File: config.mk
export PLATFORM = sky130hd
export DESIGN_NAME = motor_drive_battery_compensated_top
export DESIGN_NICKNAME = d
export VERILOG_FILES = /design/src/rtl/mdbc_pkg.sv /design/src/rtl/motor_drive_battery_compensated_top.sv /design/src/rtl/mdbc_front.sv /design/src/rtl/mdbc_queue.sv /design/src/rtl/mdbc_back.sv
export SDC_FILE = /design/constraint.sdc
export NUM_CORES = 1
export LEC_CHECK = 0
export ABC_AREA = 1
export BUFFER_PORTS_ARGS = -buffer_cell sky130_fd_sc_hd__buf_2
export CORE_AREA = 4 4 278 307
export DETAILED_ROUTE_END_ITERATION = 7
export DIE_AREA = 0 0 282 311
export PLACE_DENSITY_LB_ADDON = 0.08
export SLEW_MARGIN = 5
export SYNTH_ARGS = -nofsm -noshare
export SYNTH_HDL_FRONTEND = slang
export SYNTH_HIERARCHICAL = 1
export SYNTH_SLANG_ARGS = --single-unit
File: constraint.sdc
create_clock -name clk -period 13.2 [get_ports clk]
set_input_delay 0.66 -clock clk [delete_from_list [all_inputs] [get_ports clk]]
set_output_delay 0.66 -clock clk [all_outputs]
set_load 0.02 [all_outputs]
File: src/rtl/mdbc_pkg.sv
`default_nettype none

package mdbc_pkg;

  // Default PWM full-scale value.
  localparam int PWM_MAX_DEF = 255;

  // Number of valid ADC bits in a battery sample.
  localparam int ADC_BITS = 10;

  localparam int BATT_W  = 10;
  localparam int REF_W   = 10;
  localparam int POWER_W = 16;
  localparam int DUTY_W  = 8;

  // Clamped power magnitude runs 0..PCT_LIMIT.
  localparam int PCT_LIMIT = 100;
  localparam int PCT_W     = $clog2(PCT_LIMIT + 1);

  localparam logic signed [POWER_W-1:0] PCT_MIN = -16'sd100;
  localparam logic signed [POWER_W-1:0] PCT_MAX = 16'sd100;

  localparam logic [REF_W-1:0]  REF_RESET = 10'd497;
  localparam logic [BATT_W-1:0] ADC_MASK  = BATT_W'((32'd1 << ADC_BITS) - 32'd1);

  // Action codes.
  localparam logic ACT_DRIVE = 1'b0;
  localparam logic ACT_BRAKE = 1'b1;

  // Status codes.
  localparam logic ST_OK        = 1'b0;
  localparam logic ST_BAD_MOTOR = 1'b1;

  // Enable pin modes.
  localparam logic [1:0] EN_LOW  = 2'd0;
  localparam logic [1:0] EN_PWM  = 2'd1;
  localparam logic [1:0] EN_HIGH = 2'd2;

  typedef struct packed {
    logic                      action;
    logic [1:0]                motor_index;
    logic signed [POWER_W-1:0] power_percent;
    logic [BATT_W-1:0]         battery_reading;
  } cmd_t;

  typedef struct packed {
    logic              status;
    logic              motor_select;
    logic              direction_update;
    logic              pin_a_level;
    logic              pin_b_level;
    logic [1:0]        enable_mode;
    logic [DUTY_W-1:0] duty;
  } res_t;

endpackage

`default_nettype wire

File: src/rtl/motor_drive_battery_compensated_top.sv
// Motor drive command block with battery voltage compensation.
// Command words arrive on in_word under in_valid/in_stall and are taken at a
// clock edge where in_valid is high and in_stall is low. Each command gives
// exactly one result word on out_word under out_valid/out_stall, in order.
// The reference battery reading is written through cfg_wr_en/cfg_wr_data;
// the user must write it only while no command is in flight (the block does not enforce this).
// A command first passes a classifying front stage, then a two-entry queue,
// then the back end: a multiply stage, one restoring divider stage per
// quotient bit, and an output register. One command is accepted each cycle
// while in_stall is low, and the divider pipeline takes a new word each
// cycle unless the stages ahead of it are stalled.
// A synchronous reset empties every stage and the queue and loads the
// reference reading with 497. When the receiver stalls, the output word
// holds, the back end fills up, the queue absorbs the front stage, and only
// then is in_stall raised.
`default_nettype none

module motor_drive_battery_compensated_top #(
  parameter int PWM_MAX = mdbc_pkg::PWM_MAX_DEF
) (
  input  wire logic                       clk,
  input  wire logic                       rst,
  input  wire logic                       cfg_wr_en,
  input  wire logic [mdbc_pkg::REF_W-1:0] cfg_wr_data,
  input  wire logic                       in_valid,
  output logic                            in_stall,
  input  wire mdbc_pkg::cmd_t             in_word,
  output logic                            out_valid,
  input  wire logic                       out_stall,
  output mdbc_pkg::res_t                  out_word
);

  localparam int MW = $clog2(PWM_MAX + 1);
  localparam int DW = mdbc_pkg::BATT_W;
  localparam int QDW = $bits(mdbc_pkg::res_t) + MW + DW + 1;

  // Reference battery reading; the user must write it only while the block is idle, the block does not enforce this.
  logic [mdbc_pkg::REF_W-1:0] ref_reading;

  always_ff @(posedge clk) begin
    if (rst) begin
      ref_reading <= mdbc_pkg::REF_RESET;
    end else if (cfg_wr_en) begin
      ref_reading <= cfg_wr_data;
    end
  end

  logic           in_ready;
  logic           f_valid;
  logic           f_ready;
  mdbc_pkg::res_t f_res;
  logic [MW-1:0]  f_mag;
  logic [DW-1:0]  f_div;
  logic           f_zdiv;

  logic           q_valid;
  logic           q_ready;
  logic [QDW-1:0] q_data;
  mdbc_pkg::res_t q_res;
  logic [MW-1:0]  q_mag;
  logic [DW-1:0]  q_div;
  logic           q_zdiv;

  assign in_stall = !in_ready;

  mdbc_front #(
    .PWM_MAX(PWM_MAX)
  ) u_front (
    .clk        (clk),
    .rst        (rst),
    .ref_reading(ref_reading),
    .in_valid   (in_valid),
    .in_ready   (in_ready),
    .in_cmd     (in_word),
    .out_valid  (f_valid),
    .out_ready  (f_ready),
    .out_res    (f_res),
    .out_mag    (f_mag),
    .out_div    (f_div),
    .out_zdiv   (f_zdiv)
  );

  // The queue lets the front keep accepting while the back end is stalled.
  mdbc_queue #(
    .W(QDW)
  ) u_queue (
    .clk      (clk),
    .rst      (rst),
    .in_valid (f_valid),
    .in_ready (f_ready),
    .in_data  ({f_res, f_mag, f_div, f_zdiv}),
    .out_valid(q_valid),
    .out_ready(q_ready),
    .out_data (q_data)
  );

  assign {q_res, q_mag, q_div, q_zdiv} = q_data;

  mdbc_back #(
    .PWM_MAX(PWM_MAX)
  ) u_back (
    .clk        (clk),
    .rst        (rst),
    .ref_reading(ref_reading),
    .in_valid   (q_valid),
    .in_ready   (q_ready),
    .in_res     (q_res),
    .in_mag     (q_mag),
    .in_div     (q_div),
    .in_zdiv    (q_zdiv),
    .out_valid  (out_valid),
    .out_stall  (out_stall),
    .out_word   (out_word)
  );

endmodule

`default_nettype wire

File: src/rtl/mdbc_front.sv
`default_nettype none

module mdbc_front #(
  parameter int PWM_MAX = mdbc_pkg::PWM_MAX_DEF
) (
  input  wire logic                         clk,
  input  wire logic                         rst,
  input  wire logic [mdbc_pkg::REF_W-1:0]   ref_reading,
  input  wire logic                         in_valid,
  output logic                              in_ready,
  input  wire mdbc_pkg::cmd_t               in_cmd,
  output logic                              out_valid,
  input  wire logic                         out_ready,
  output mdbc_pkg::res_t                    out_res,
  output logic [$clog2(PWM_MAX+1)-1:0]      out_mag,
  output logic [mdbc_pkg::BATT_W-1:0]       out_div,
  output logic                              out_zdiv
);

  localparam int MW = $clog2(PWM_MAX + 1);

  // Scaled magnitude for every clamped percentage, fixed at elaboration.
  logic [MW-1:0] mag_tbl [0:mdbc_pkg::PCT_LIMIT];

  for (genvar g = 0; g <= mdbc_pkg::PCT_LIMIT; g++) begin : g_tbl
    assign mag_tbl[g] = MW'(g * PWM_MAX / mdbc_pkg::PCT_LIMIT);
  end

  logic [mdbc_pkg::PCT_W-1:0]  pct;
  logic [MW-1:0]               mag;
  logic                        neg;
  logic [mdbc_pkg::BATT_W-1:0] batt;
  logic [mdbc_pkg::BATT_W-1:0] div;
  mdbc_pkg::res_t              res;
  logic [MW-1:0]               res_mag;

  always_comb begin
    priority if (in_cmd.power_percent < mdbc_pkg::PCT_MIN) begin
      pct = mdbc_pkg::PCT_W'(mdbc_pkg::PCT_LIMIT);
    end else if (in_cmd.power_percent > mdbc_pkg::PCT_MAX) begin
      pct = mdbc_pkg::PCT_W'(mdbc_pkg::PCT_LIMIT);
    end else if (in_cmd.power_percent < 0) begin
      pct = mdbc_pkg::PCT_W'(-in_cmd.power_percent);
    end else begin
      pct = mdbc_pkg::PCT_W'(in_cmd.power_percent);
    end
  end

  assign mag = mag_tbl[pct];
  // A request that scales to zero counts as forward.
  assign neg = (in_cmd.power_percent < 0) && (mag != '0);

  // A sagging reading below half the reference is treated as nominal.
  assign batt = in_cmd.battery_reading & mdbc_pkg::ADC_MASK;
  assign div  = (batt < (ref_reading >> 1)) ? ref_reading : batt;

  always_comb begin
    res     = '0;
    res_mag = '0;
    priority if (in_cmd.motor_index[1]) begin
      res.status = mdbc_pkg::ST_BAD_MOTOR;
    end else if (in_cmd.action == mdbc_pkg::ACT_BRAKE) begin
      res.motor_select     = in_cmd.motor_index[0];
      res.direction_update = 1'b1;
      res.pin_a_level      = 1'b1;
      res.pin_b_level      = 1'b1;
      res.enable_mode      = mdbc_pkg::EN_HIGH;
    end else if (in_cmd.power_percent == '0) begin
      res.motor_select = in_cmd.motor_index[0];
    end else begin
      res.motor_select     = in_cmd.motor_index[0];
      res.direction_update = 1'b1;
      res.pin_a_level      = !neg;
      res.pin_b_level      = neg;
      res.enable_mode      = mdbc_pkg::EN_PWM;
      res_mag              = mag;
    end
  end

  assign in_ready = !out_valid || out_ready;

  always_ff @(posedge clk) begin
    if (rst) begin
      out_valid <= 1'b0;
    end else if (in_ready) begin
      out_valid <= in_valid;
    end
  end

  always_ff @(posedge clk) begin
    if (in_ready && in_valid) begin
      out_res  <= res;
      out_mag  <= res_mag;
      out_div  <= div;
      out_zdiv <= (div == '0);
    end
  end

endmodule

`default_nettype wire

File: src/rtl/mdbc_queue.sv
`default_nettype none

module mdbc_queue #(
  parameter int W = 8
) (
  input  wire logic         clk,
  input  wire logic         rst,
  input  wire logic         in_valid,
  output logic              in_ready,
  input  wire logic [W-1:0] in_data,
  output logic              out_valid,
  input  wire logic         out_ready,
  output logic [W-1:0]      out_data
);

  localparam int DEPTH = 2;
  localparam int PW    = $clog2(DEPTH);
  localparam int CW    = $clog2(DEPTH + 1);

  logic [W-1:0]  mem [0:DEPTH-1];
  logic [PW-1:0] wr_ptr;
  logic [PW-1:0] rd_ptr;
  logic [CW-1:0] count;
  logic          push;
  logic          pop;

  assign in_ready  = (count != CW'(DEPTH));
  assign out_valid = (count != '0);
  assign out_data  = mem[rd_ptr];
  assign push      = in_valid && in_ready;
  assign pop       = out_valid && out_ready;

  always_ff @(posedge clk) begin
    if (rst) begin
      wr_ptr <= '0;
      rd_ptr <= '0;
      count  <= '0;
    end else begin
      if (push) begin
        wr_ptr <= PW'(wr_ptr + 1'b1);
      end
      if (pop) begin
        rd_ptr <= PW'(rd_ptr + 1'b1);
      end
      if (push && !pop) begin
        count <= CW'(count + 1'b1);
      end else if (pop && !push) begin
        count <= CW'(count - 1'b1);
      end
    end
  end

  always_ff @(posedge clk) begin
    if (push) begin
      mem[wr_ptr] <= in_data;
    end
  end

endmodule

`default_nettype wire

File: src/rtl/mdbc_back.sv
`default_nettype none

module mdbc_back #(
  parameter int PWM_MAX = mdbc_pkg::PWM_MAX_DEF
) (
  input  wire logic                          clk,
  input  wire logic                          rst,
  input  wire logic [mdbc_pkg::REF_W-1:0]    ref_reading,
  input  wire logic                          in_valid,
  output logic                               in_ready,
  input  wire mdbc_pkg::res_t                in_res,
  input  wire logic [$clog2(PWM_MAX+1)-1:0]  in_mag,
  input  wire logic [mdbc_pkg::BATT_W-1:0]   in_div,
  input  wire logic                          in_zdiv,
  output logic                               out_valid,
  input  wire logic                          out_stall,
  output mdbc_pkg::res_t                     out_word
);

  localparam int MW = $clog2(PWM_MAX + 1);
  // The divisor is never below half the reference, so the quotient is at
  // most three times the magnitude.
  localparam int QW = $clog2(3 * PWM_MAX + 1);
  localparam int NW = mdbc_pkg::REF_W + MW;
  localparam int DW = mdbc_pkg::BATT_W;

  logic           v        [0:QW];
  logic           rdy      [0:QW];
  mdbc_pkg::res_t sres     [0:QW];
  logic [DW-1:0]  srem     [0:QW];
  logic [QW-1:0]  squo     [0:QW];
  logic [DW-1:0]  sdiv     [0:QW];
  logic           sovr     [0:QW];
  logic           sovr_val [0:QW];

  logic          out_rdy;
  logic [NW-1:0] num;
  logic [QW-1:0] sat;
  mdbc_pkg::res_t fmt;

  assign out_rdy  = !out_valid || !out_stall;
  assign in_ready = rdy[0];

  for (genvar k = 0; k < QW; k++) begin : g_rdy
    assign rdy[k] = !v[k] || rdy[k+1];
  end
  assign rdy[QW] = !v[QW] || out_rdy;

  // Stage 0: numerator product, split into the leading partial remainder and
  // the bits still to be shifted in.
  assign num = NW'(ref_reading) * NW'(in_mag);

  always_ff @(posedge clk) begin
    if (rst) begin
      v[0] <= 1'b0;
    end else if (rdy[0]) begin
      v[0] <= in_valid;
    end
  end

  always_ff @(posedge clk) begin
    if (rdy[0] && in_valid) begin
      sres[0]     <= in_res;
      srem[0]     <= DW'(num >> QW);
      squo[0]     <= num[QW-1:0];
      sdiv[0]     <= in_div;
      sovr[0]     <= in_zdiv;
      sovr_val[0] <= (num != '0);
    end
  end

  // One restoring division step per stage.
  for (genvar k = 1; k <= QW; k++) begin : g_div
    logic [DW:0] trial;
    logic        ge;

    assign trial = {srem[k-1], squo[k-1][QW-1]};
    assign ge    = (trial >= {1'b0, sdiv[k-1]});

    always_ff @(posedge clk) begin
      if (rst) begin
        v[k] <= 1'b0;
      end else if (rdy[k]) begin
        v[k] <= v[k-1];
      end
    end

    always_ff @(posedge clk) begin
      if (rdy[k] && v[k-1]) begin
        sres[k]     <= sres[k-1];
        srem[k]     <= ge ? DW'(trial - {1'b0, sdiv[k-1]}) : trial[DW-1:0];
        squo[k]     <= {squo[k-1][QW-2:0], ge};
        sdiv[k]     <= sdiv[k-1];
        sovr[k]     <= sovr[k-1];
        sovr_val[k] <= sovr_val[k-1];
      end
    end
  end

  always_comb begin
    priority if (sovr[QW]) begin
      sat = sovr_val[QW] ? QW'(PWM_MAX) : '0;
    end else if (squo[QW] > QW'(PWM_MAX)) begin
      sat = QW'(PWM_MAX);
    end else begin
      sat = squo[QW];
    end
    fmt      = sres[QW];
    fmt.duty = (sres[QW].enable_mode == mdbc_pkg::EN_PWM) ? mdbc_pkg::DUTY_W'(sat) : '0;
  end

  always_ff @(posedge clk) begin
    if (rst) begin
      out_valid <= 1'b0;
    end else if (out_rdy) begin
      out_valid <= v[QW];
    end
  end

  always_ff @(posedge clk) begin
    if (out_rdy && v[QW]) begin
      out_word <= fmt;
    end
  end

endmodule

`default_nettype wire
# After elaboration in Yosys (flattened, before gate mapping)

Memories as Yosys holds them, arrays and structs flattened. A register that Yosys moved wholly into a read port is not among the register bits.
Index checks and enable logic that the tools add are counted.

Register bits after elaboration: 57
Bits in latches: 0
RAM bits: 580
ROM bits: 1024
Output and inout port bits: 17
Logic and storage cells: 230
Memories kept: 9

Memory list:

| memory           | words | width | read ports | clocked after memory_dff | write ports | RTL line         | RTL |
|---|---|---|---|---|---|---|---|
| (name not given) | 128   | 8     | 1          | 0                        | 0           | mdbc_front.sv:49 | `assign mag = mag_tbl[pct];` |
| u_back.sres      | 11    | 15    | 11         | 0                        | 11          | mdbc_back.sv:29  | `mdbc_pkg::res_t sres [0:QW];` |
| u_back.sdiv      | 11    | 10    | 10         | 0                        | 11          | mdbc_back.sv:32  | `logic [DW-1:0] sdiv [0:QW];` |
| u_back.squo      | 11    | 10    | 11         | 0                        | 11          | mdbc_back.sv:31  | `logic [QW-1:0] squo [0:QW];` |
| u_back.srem      | 11    | 10    | 10         | 0                        | 11          | mdbc_back.sv:30  | `logic [DW-1:0] srem [0:QW];` |
| u_queue.mem      | 2     | 26    | 1          | 1                        | 1           | mdbc_queue.sv:20 | `logic [W-1:0] mem [0:DEPTH-1];` |
| 3 more memories  | -     | -     | -          | -                        | -           | -                |  |

Add/subtract/negate cells: 15
Multiply operators: 1
Div/mod/pow operators: 0
Order comparisons: 16
Equality and inequality tests: 2
Shifts and indexed selects: 0
Muxes and demuxes: 96
Bitwise operators: 12
Reduce and logical (&&, ||, !) cells: 56

Operator list:

| operator                                                 | count |
|---|---|
| greater-or-equal comparator 11 x 10 -> 1 bit             | 10 |
| two-way mux 10 bit                                       | 11 |
| subtractor 10 bit                                        | 10 |
| two-way mux 1 bit                                        | 73 |
| two-way mux 8 bit                                        | 5 |
| two-way mux 7 bit                                        | 3 |
| zero test 1 bit                                          | 18 |
| multiplier 10 x 8 -> 18 bit                              | 1 |
| nonzero test 18 bit                                      | 1 |
| logical AND 1 bit                                        | 17 |
| > comparator 16 x 8 -> 1 bit, second input constant      | 1 |
| zero test 16 bit                                         | 1 |
| < comparator 16 x 1 -> 1 bit, second input constant      | 1 |
| < comparator 16 x 8 -> 1 bit, second input constant      | 1 |
| logical OR 1 bit                                         | 13 |
| bitwise OR 1 bit                                         | 11 |
| > comparator 10 x 8 -> 1 bit, second input constant      | 1 |
| zero test 10 bit                                         | 1 |
| < comparator 10 x 9 -> 1 bit                             | 1 |
| two-way mux 5 bit                                        | 2 |
| greater-or-equal comparator 8 bit, second input constant | 1 |
| NOT 7 -> 8 bit                                           | 1 |
| nonzero test 8 bit                                       | 1 |
| negator 7 bit                                            | 1 |
| 9 further kinds                                          | 12 |

# Depth between registers and ports, before layout

Gate-level depths: netlist (run 1).

Depth in word-level cells: 17
Depth in mapped cells: 27

# Cells and area by module

The synthesis (run 1) kept the hierarchy.

By module, submodules not included:

| module                              | instances | cells each | area each (um^2) | sequential area each (um^2) |
|---|---|---|---|---|
| mdbc_back                           | 1         | 1963       | 22101.2          | 13022.5 |
| mdbc_front                          | 1         | 450        | 3156.8           | 800.8 |
| mdbc_queue                          | 1         | 143        | 2847.7           | 2142.1 |
| motor_drive_battery_compensated_top | 1         | 52         | 392.9            | 200.2 |

# Worst setup path after synthesis (run 1)

Ideal clock, no wire load.

Path kind: reg2reg
From: register (tool-made name)
To: memory u_back.sovr_val[0], data pin
Library setup time: 0.264 ns
Data arrival time: 4.506 ns
Data required time: 12.936 ns
Path slack: 8.430 ns
Stages on the path, launching flop included: 26
Path buffers: 3
Cells stage by stage: dfxtp_1 buf_6 buf_12 mux2_4 clkbuf_1 nand2_1 inv_1 fa_1 inv_1 fa_1 inv_1 fa_1 inv_1 fa_1 inv_1 ha_1 nand2_1 nor2_1 and2_1 nand2_1 nand2_1 nand2_1 nand2_1 nand2_1 nor2_1 nand3_1

RTL lines:

| what             | RTL line        | RTL |
|---|---|---|
| end: declaration | mdbc_back.sv:34 | `logic sovr_val [0:QW];` |

==> impl_metrics.json, run 1 <==
{
  "vias": 17300,
  "peakVddDrop_mv": 0.186,
  "cts_buffers": 59,
  "cts_resized": 0,
  "top_layer": "met4",
  "hpwl_mm": 45.0,
  "cp_max_fo": 26,
  "cp-end-kind": "flip-flop",
  "cts_setup_buffers": 0,
  "seq_area_um2": 15700,
  "ff2ff_setup_slack_ns": 7.91,
  "fin_crit_sh_pct": 40.1,
  "worstSetupEndpoint": "u_back/sovr_val[0]$_DFFE_PP_",
  "crit_buf_inv": 6,
  "path_delay_family": "adder cells",
  "dieArea_um2": 87700,
  "finalSetupViolCount": 0,
  "r2r_end": "u_back/sovr_val[0]$_DFFE_PP_",
  "worstPathArrival_ns": 5.66,
  "wl_met1_mm": 24.1,
  "via_per_inst": 4.60,
  "die_w_um": 282,
  "wl_mm": 58.5,
  "drc": 0,
  "hp-class": "in -> reg",
  "layout_common_cells": "edfxtp_1 (511), nand2_1 (499), inv_1 (427)",
  "syn_area_per_cell_um2": 10.8,
  "worstPathCellList": "buf_4, mux2_2, nand2_1, inv_1, fa_1, inv_1, fa_1, inv_1, fa_1, inv_1, fa_1, inv_1, ha_1, nand2_1, nor2_1, and2_1, nand2_1, nand2_1, nand2_1, nand2_1, nand2_1, nor2_1, nand3_1",
  "place_inst": 3656,
  "io_buffers": 60,
  "cpMostUsedCell": "nand2_1",
  "routedWlPerCell_um": 15.5,
  "gp_congestion": 0.868,
  "drive_gt1_share_pct": 11.1,
  "hold_violations": 0,
  "critical_path_depth": 23,
  "fin_hold_ws_ns": 0.238,
  "hold_buffers": 0,
  "synth_nets": 2833,
  "p_leak_nw": 13.2,
  "start_util_pct": 34.0,
  "final_common_cell": "edfxtp_1",
  "grt_start_max_net_pins": 40,
  "cp.required_ns": 13.57,
  "die-height_um": 311,
  "cp_slowest_cell": "fa_1",
  "finalClockSkew_ns": 0.0683,
  "grt_pass1_wl_mm": 94.2,
  "worstMarginPinSlew_ns": 1.11,
  "critPathKind": "reg -> reg",
  "finalCriticalPeriod_ns": 5.29,
  "final_cells": 3766,
  "ys_warn_count": 6,
  "slew_viol_final": 0,
  "dr.pass1.iters": 5,
  "nets": 2911,
  "cts_tree": "yes",
  "antenna_left": 0,
  "antenna_found_initial": 1,
  "h-tree-depth": 2,
  "syn_area_um2": 27800,
  "hold_start": "cfg_wr_data[0]",
  "slew_headroom_pct": 25.6,
  "r2r_cells": 23,
  "clock_sinks": 528,
  "clock_path_buffers": 3,
  "io_pins": 61,
  "max_stage_delay_ns": 0.53,
  "track_usage_pct": 13.4,
  "grt_pass1_vias": 17900,
  "overflow": 0,
  "clk_latency_ns": 0.64,
  "drt-initial-drc-count": 765,
  "utilization_pct": 38.0,
  "area_growth_pct": 11.7,
  "ctsRootBufferMaster": "clkbuf_16",
  "multi_input_area_um2": 10100,
  "core_um2": 81900,
  "power_mw": 6.68,
  "diodes": 0,
  "cap_violations": 0,
  "start_kind": "flip-flop",
  "finalSetupTns_ns": 0,
  "fill_cells": 8025,
  "status": "finished clean",
  "worstHoldPathCells": 3,
  "rsz0062_at_grt": "false",
  "wl_met3_mm": 1.65,
  "num_rows": 110,
  "clock.fmax_mhz": 189,
  "synth_cells": 2575,
  "wl_met2_mm": 31.1,
  "clk_pin_slew_worst_paths_ns": 0.07,
  "power_density_nw_per_um2": 215
}
## report_power, final
| group | total [mW] | switching (mW) | leakage, nW | internal (mW) |
|---|---|---|---|---|
| sequential | 2.28 | 0.103 | 4.85 | 2.18 |
| clock | 1.62 | 0.672 | 0.941 | 0.943 |
| combinational | 2.79 | 1.79 | 7.44 | 0.999 |
| total | 6.68 | 2.56 | 13.2 | 4.12 |
## per-stage QoR
stage	setup slack (ns)	area, um2
5_1_grt	7.51	31100
4_1_cts	7.85	31100
3_3_place_gp	7.88	29200
2_1_floorplan	8.46	27800
6_report	7.91	31100
3_5_place_dp	7.89	29200
## flip-flops by register name, summed over array words and instances (netlist names), 2 cells and up, named ones only
signal,count
ref_reading,10
u_front/out_div,10
u_back/v,11
u_front/out_mag,8
u_queue/count,2
u_front/out_res,7
u_back/sres,77
u_back/srem,98
u_back/out_word,15
u_back/sovr,11
u_queue/mem,52
u_back/sdiv,100
u_back/sovr_val,11
u_back/squo,110
## worst min-delay path, cell delays in order
cell and delay (ns):
buf_2 0.07, nand2_1 0.04, nand3_1 0.06
## metal layers
metal  vias to the layer above  global-route usage (%)
met5                         -                       0
met4                         0                    4.45
met3                        97                    1.85
met2                       245                    25.1
met1                      8268                    15.6
li1                       8711                       -
## cell type report
cell class              instances  share of cell area, %
multi-input cells            1555                   32.5
clock inverters                39                   1.34
well taps                    1064                   4.28
flip-flops and latches        528                   50.5
inverters                     439                   5.32
repair buffers                 70                   1.21
clock buffers                  71                   4.89
## how the worst min path moves through the flow
| stage | to | slack, ns |
|---|---|---|
| 2_1_floorplan | u_back/out_word[10]$_DFFE_PP_ | 0.40 |
| 3_3_place_gp | u_back/squo[2][1]$_DFFE_PP_ | 0.40 |
| 3_5_place_dp | u_back/sovr_val[6]$_DFFE_PP_ | 0.40 |
| 4_1_cts | ref_reading[0]$_SDFFE_PP1P_ | 0.18 |
| 5_1_grt | ref_reading[0]$_SDFFE_PP1P_ | 0.22 |
| 6_report | ref_reading[0]$_SDFFE_PP1P_ | 0.24 |
Note: power is estimated with default switching activity, not from simulation.
==> inputs of run 2 (changes only) <==
- ABC_AREA: 1 -> 0
- CORE_AREA: 4 4 278 307 -> 4 4 272 301
- DIE_AREA: 0 0 282 311 -> 0 0 276 305
- clock period: 13.2 -> 5.5 ns (I/O delays scaled with it)
==> impl_metrics.json, run 2 <==
{
  "status": "finished clean",
  "hpwl_mm": 40.4,
  "ys_warn_count": 6,
  "reg_top3": "u_back/squo (110), u_back/sdiv (100), u_back/srem (98)",
  "ctsRootBufferMaster": "clkbuf_16",
  "largest_reg_flops": 110,
  "clock_sinks": 528,
  "via_per_inst": 4.77,
  "met1_usage_pct": 13.9,
  "grt_start_max_net_pins": 41,
  "power_mw": 17.1,
  "io_buffers": 60,
  "regMostFlops": "u_back/squo",
  "multi_input_area_um2": 10300,
  "finalClockSkew_ns": 0.0368,
  "cts_buffers": 57,
  "die_w_um": 276,
  "finalCriticalPeriod_ns": 5.36,
  "track_usage_pct": 12.7,
  "hold_violations": 0,
  "syn_area_um2": 26800,
  "critPathKind": "reg -> reg",
  "finalSetupViolCount": 0,
  "seq_area_um2": 15700,
  "place_inst": 3138,
  "start_util_pct": 34.0,
  "drive_gt1_share_pct": 16.6,
  "rsz0062_at_grt": "true",
  "clk_latency_ns": 0.63,
  "placed_cell_area_um2": 28600,
  "nets": 2443,
  "area_growth_pct": 16.3,
  "h-tree-depth": 2,
  "syn_area_per_cell_um2": 13.2,
  "cap_violations": 0,
  "p_leak_nw": 11.8,
  "met2_usage_pct": 25.0,
  "final_cells": 3277,
  "finalSetupTns_ns": 0,
  "overflow": 0,
  "synth_cells": 2023,
  "cp-end-kind": "flip-flop",
  "grt_pass1_vias": 16600,
  "drc": 0,
  "gp_congestion": 0.853,
  "dr.pass1.iters": 4,
  "hp-class": "in -> reg",
  "cp.required_ns": 5.83,
  "fin_crit_sh_pct": 97.5,
  "drt-initial-drc-count": 627,
  "wl_mm": 54.2,
  "use_met3_pct": 1.84,
  "layout_common_cells": "edfxtp_1 (511), inv_1 (223), ha_1 (149)",
  "routedWlPerCell_um": 16.5,
  "clk_pin_slew_worst_paths_ns": 0.06,
  "core_um2": 78600,
  "cpMostUsedCell": "inv_2",
  "die-height_um": 305,
  "clock_path_buffers": 3,
  "slew_headroom_pct": 27.2,
  "synth_nets": 2281,
  "power_density_nw_per_um2": 551,
  "io_pins": 61,
  "worstMarginPinSlew_ns": 1.09,
  "final_common_cell": "edfxtp_1",
  "vias": 15600,
  "cp_slowest_cell": "fa_1",
  "cts_tree": "yes",
  "dieArea_um2": 84200,
  "path_delay_family": "adder cells",
  "max_stage_delay_ns": 0.59,
  "busiest_layer": "met2",
  "design_area_um2": 31100,
  "fill_cells": 7434,
  "worstPathCellList": "buf_12, mux2_4, and2_4, fa_1, inv_2, fa_1, inv_2, fa_1, inv_2, fa_2, inv_2, ha_4, a21o_1, or3_4, nor4_2, nor2_1, a211oi_2, nand4_1, or4_1",
  "start_kind": "flip-flop",
  "crit_buf_inv": 5,
  "diodes": 0,
  "cp_max_fo": 6,
  "grt_pass1_wl_mm": 87.9,
  "slew_viol_final": 0,
  "antenna_found_initial": 0,
  "num_rows": 108,
  "worstPathArrival_ns": 5.69,
  "peakVddDrop_mv": 0.695,
  "antenna_left": 0,
  "clock.fmax_mhz": 187
}
run 2: cell type report:
class	instances	share of cell area, %
Timing Repair Buffer	138	3.21
Clock inverter	37	1.53
Inverter	229	2.76
Clock buffer	69	4.73
Sequential cell	528	50.4
Multi-Input combinational cell	1231	33.1
Tap cell	1045	4.20
run 2: path summary, 6_finish.rpt:
path                                             startpoint                                to  slack, ns  cells after the start
worst max-delay path                              flip-flop      u_back/sovr_val[0]$_DFFE_PP_       0.14                     19
worst min-delay path                            in_word[28]  u_front/out_res[9]$_SDFFCE_PP0P_       0.12                      2
worst max register to register                    flip-flop      u_back/sovr_val[0]$_DFFE_PP_       0.14                     19
worst min register to register  u_back/sres[1][9]$_DFFE_PP_       u_back/sres[2][9]$_DFFE_PP_       0.39                      0
run 2: what timing repair did:
| action | in CTS | in global routing |
|---|---|---|
| hold endpoints to repair | 25 | 0 |
| endpoints found under the setup margin | 1 | 1 |
| buffers inserted | 0 | 6 |
| hold buffers | 24 | 0 |
| gates cloned | 0 | 3 |
| pin swaps | 0 | 32 |
| gates resized for setup | 3 | 47 |
run 2: per-stage QoR:
step	hold WS (ns)	util (%)	setup slack, ns
after global placement	0.401	36.4	-0.0364
final	0.116	39.6	0.140
after detailed placement	0.405	36.4	-0.114
after global routing	0.0995	39.6	-0.0702
after floorplan	0.344	-	0.00101
after CTS	0.0638	39.2	0.0134
run 2: per-layer routing:
metal	routed length [um]	share of wire, %
met1	21400	39
met2	29900	55
met3	1440	2.7
met4	1470	2.7
met5	0	0
run 2: power by group:
group	total [mW]	leakage [nW]	internal, mW	switching [mW]
sequential	5.32	4.84	5.14	0.179
combinational	7.92	6.04	3.70	4.22
clock	3.91	0.953	2.34	1.57
total	17.1	11.8	11.2	5.97
==> inputs of run 3 (changes only) <==
- CORE_AREA: 4 4 272 301 -> 4 4 255 282
- DIE_AREA: 0 0 276 305 -> 0 0 259 286
==> impl_metrics.json, run 3 (synthesized netlist as in run 2, its figures left out) <==
{
  "status": "finished clean",
  "dr.pass1.iters": 5,
  "regMostFlops": "u_back/squo",
  "utilization_pct": 44.5,
  "r2r_end": "u_back/sovr_val[0]$_DFFE_PP_",
  "fin_crit_sh_pct": 97.2,
  "cp-end-kind": "flip-flop",
  "start_util_pct": 38.8,
  "die_w_um": 259,
  "slew_viol_final": 0,
  "drive_gt1_share_pct": 15.4,
  "track_usage_pct": 13.9,
  "hold_violations": 0,
  "largest_reg_flops": 110,
  "start_kind": "flip-flop",
  "ff2ff_setup_slack_ns": 0.15,
  "io_pins": 61,
  "r2r_cells": 16,
  "core_um2": 68900,
  "finalSetupViolCount": 0,
  "peakVddDrop_mv": 0.817,
  "critPathKind": "reg -> reg",
  "p_leak_nw": 11.7,
  "finalClockSkew_ns": 0.0229,
  "cap_violations": 0,
  "hold_start": "in_word[28]",
  "overflow": 0,
  "layout_common_cells": "edfxtp_1 (511), inv_1 (228), ha_1 (154)",
  "num_rows": 101,
  "diodes": 0,
  "final_cells": 3145,
  "antenna_left": 0,
  "vias": 15600,
  "grt_start_max_net_pins": 41,
  "place_inst": 3015,
  "clock.fmax_mhz": 187,
  "h-tree-depth": 2,
  "gp_congestion": 0.891,
  "area_growth_pct": 14.6,
  "dieArea_um2": 74100,
  "grt_pass1_vias": 16200,
  "nets": 2432,
  "finalCriticalPeriod_ns": 5.35,
  "drc": 0,
  "place_ws_ns": -0.0779,
  "fin_ws_ns": 0.154,
  "power_density_nw_per_um2": 528,
  "worstPathArrival_ns": 5.68,
  "worstHoldPathCells": 2,
  "cts_buffers": 57,
  "ctsRootBufferMaster": "clkbuf_16",
  "cp.required_ns": 5.84,
  "via_per_inst": 4.95,
  "drt-initial-drc-count": 688,
  "clock_sinks": 528,
  "reg_top3": "u_back/squo (110), u_back/sdiv (100), u_back/srem (98)",
  "wl_mm": 51.4,
  "worstMarginPinSlew_ns": 1.06,
  "io_buffers": 60,
  "clk_latency_ns": 0.62,
  "seq_area_um2": 15700,
  "routedWlPerCell_um": 16.3,
  "cp_max_fo": 8,
  "power_mw": 16.2,
  "die-height_um": 286,
  "hp-class": "in -> reg",
  "antenna_found_initial": 0,
  "clock_path_buffers": 3,
  "final_common_cell": "edfxtp_1",
  "grt_pass1_wl_mm": 84.2,
  "worstHoldEndpoint": "u_front/out_res[9]$_SDFFCE_PP0P_",
  "slew_headroom_pct": 29.0,
  "multi_input_area_um2": 10200,
  "clk_pin_slew_worst_paths_ns": 0.06,
  "fill_cells": 6200,
  "cts_tree": "yes",
  "hpwl_mm": 38.7
}
[run 3: changes by cell type in the layout (fill, tap and decap cells not counted), sizes merged]
cell and delta:
buf -9, clkbuf -5, bufinv -3, clkinvlp +3, inv +3, clkinv -2, mux2 -1
[run 3: how the worst max path moves through the flow]
stage,slack [ns],cells after the start,from,endpoint
3_3_place_gp,-0.04,17,flip-flop,u_back/sovr_val[0]$_DFFE_PP_
3_5_place_dp,-0.08,17,flip-flop,u_back/sovr_val[0]$_DFFE_PP_
6_report,0.15,16,flip-flop,u_back/sovr_val[0]$_DFFE_PP_
2_1_floorplan,0.001,18,flip-flop,u_back/sovr_val[0]$_DFFE_PP_
4_1_cts,0.0005,17,flip-flop,u_back/sovr_val[0]$_DFFE_PP_
5_1_grt,-0.008,18,flip-flop,u_back/sovr_val[0]$_DFFE_PP_
[run 3: critical path: stages, from the launching register on]
cell	delay, ns
dfxtp_2	0.34
buf_12	0.13
mux2_4	0.33
and2_1	0.17
fa_1	0.59
fa_1	0.46
fa_1	0.56
inv_1	0.06
fa_1	0.53
inv_1	0.04
ha_1	0.32
a21o_2	0.27
o32a_4	0.22
or2_1	0.22
and2_4	0.16
o211a_1	0.19
or4_1	0.49
[run 3: timing repair]
action,4_1_cts,5_1_grt
cloned,0,1
gates resized for setup,5,18
hold buffers,24,0
pin swaps,3,4
hold endpoints to repair,25,0
setup buffers,1,1
setup endpoints to repair,1,1
[run 3: through the flow]
| step | TNS, ns | hold slack, ns | cell area (um2) |
|---|---|---|---|
| 2_1_floorplan | 0 | 0.344 | 26800 |
| 3_3_place_gp | -0.0449 | 0.401 | 28400 |
| 3_5_place_dp | -0.0779 | 0.405 | 28400 |
| 4_1_cts | 0 | 0.0526 | 30600 |
| 5_1_grt | -0.00805 | 0.0662 | 30600 |
| 6_report | 0 | 0.0967 | 30600 |
[run 3: cell type report]
type / count / share of cell area (%)
tap: 927 / 3.78
inverter: 229 / 2.80
sequential: 528 / 51.2
timing repair buffer: 128 / 2.91
clock buffer: 65 / 4.75
clock inverter: 38 / 1.33
multi-input combinational: 1230 / 33.2
[run 3: power breakdown]
group          total, mW  internal [mW]  switching [mW]
combinational       7.13           3.18            3.95
sequential          5.31           5.14           0.178
clock               3.74           2.19            1.55
total               16.2           10.5            5.68
[run 3: metal layers]
| layer | wire length (um) | up-vias | track usage (%) |
|---|---|---|---|
| met3 | 1630 | 111 | 2.23 |
| li1 | - | 7677 | - |
| met4 | 1670 | 0 | 4.62 |
| met5 | 0 | - | 0 |
| met1 | 19600 | 7526 | 15.0 |
| met2 | 28500 | 256 | 27.4 |
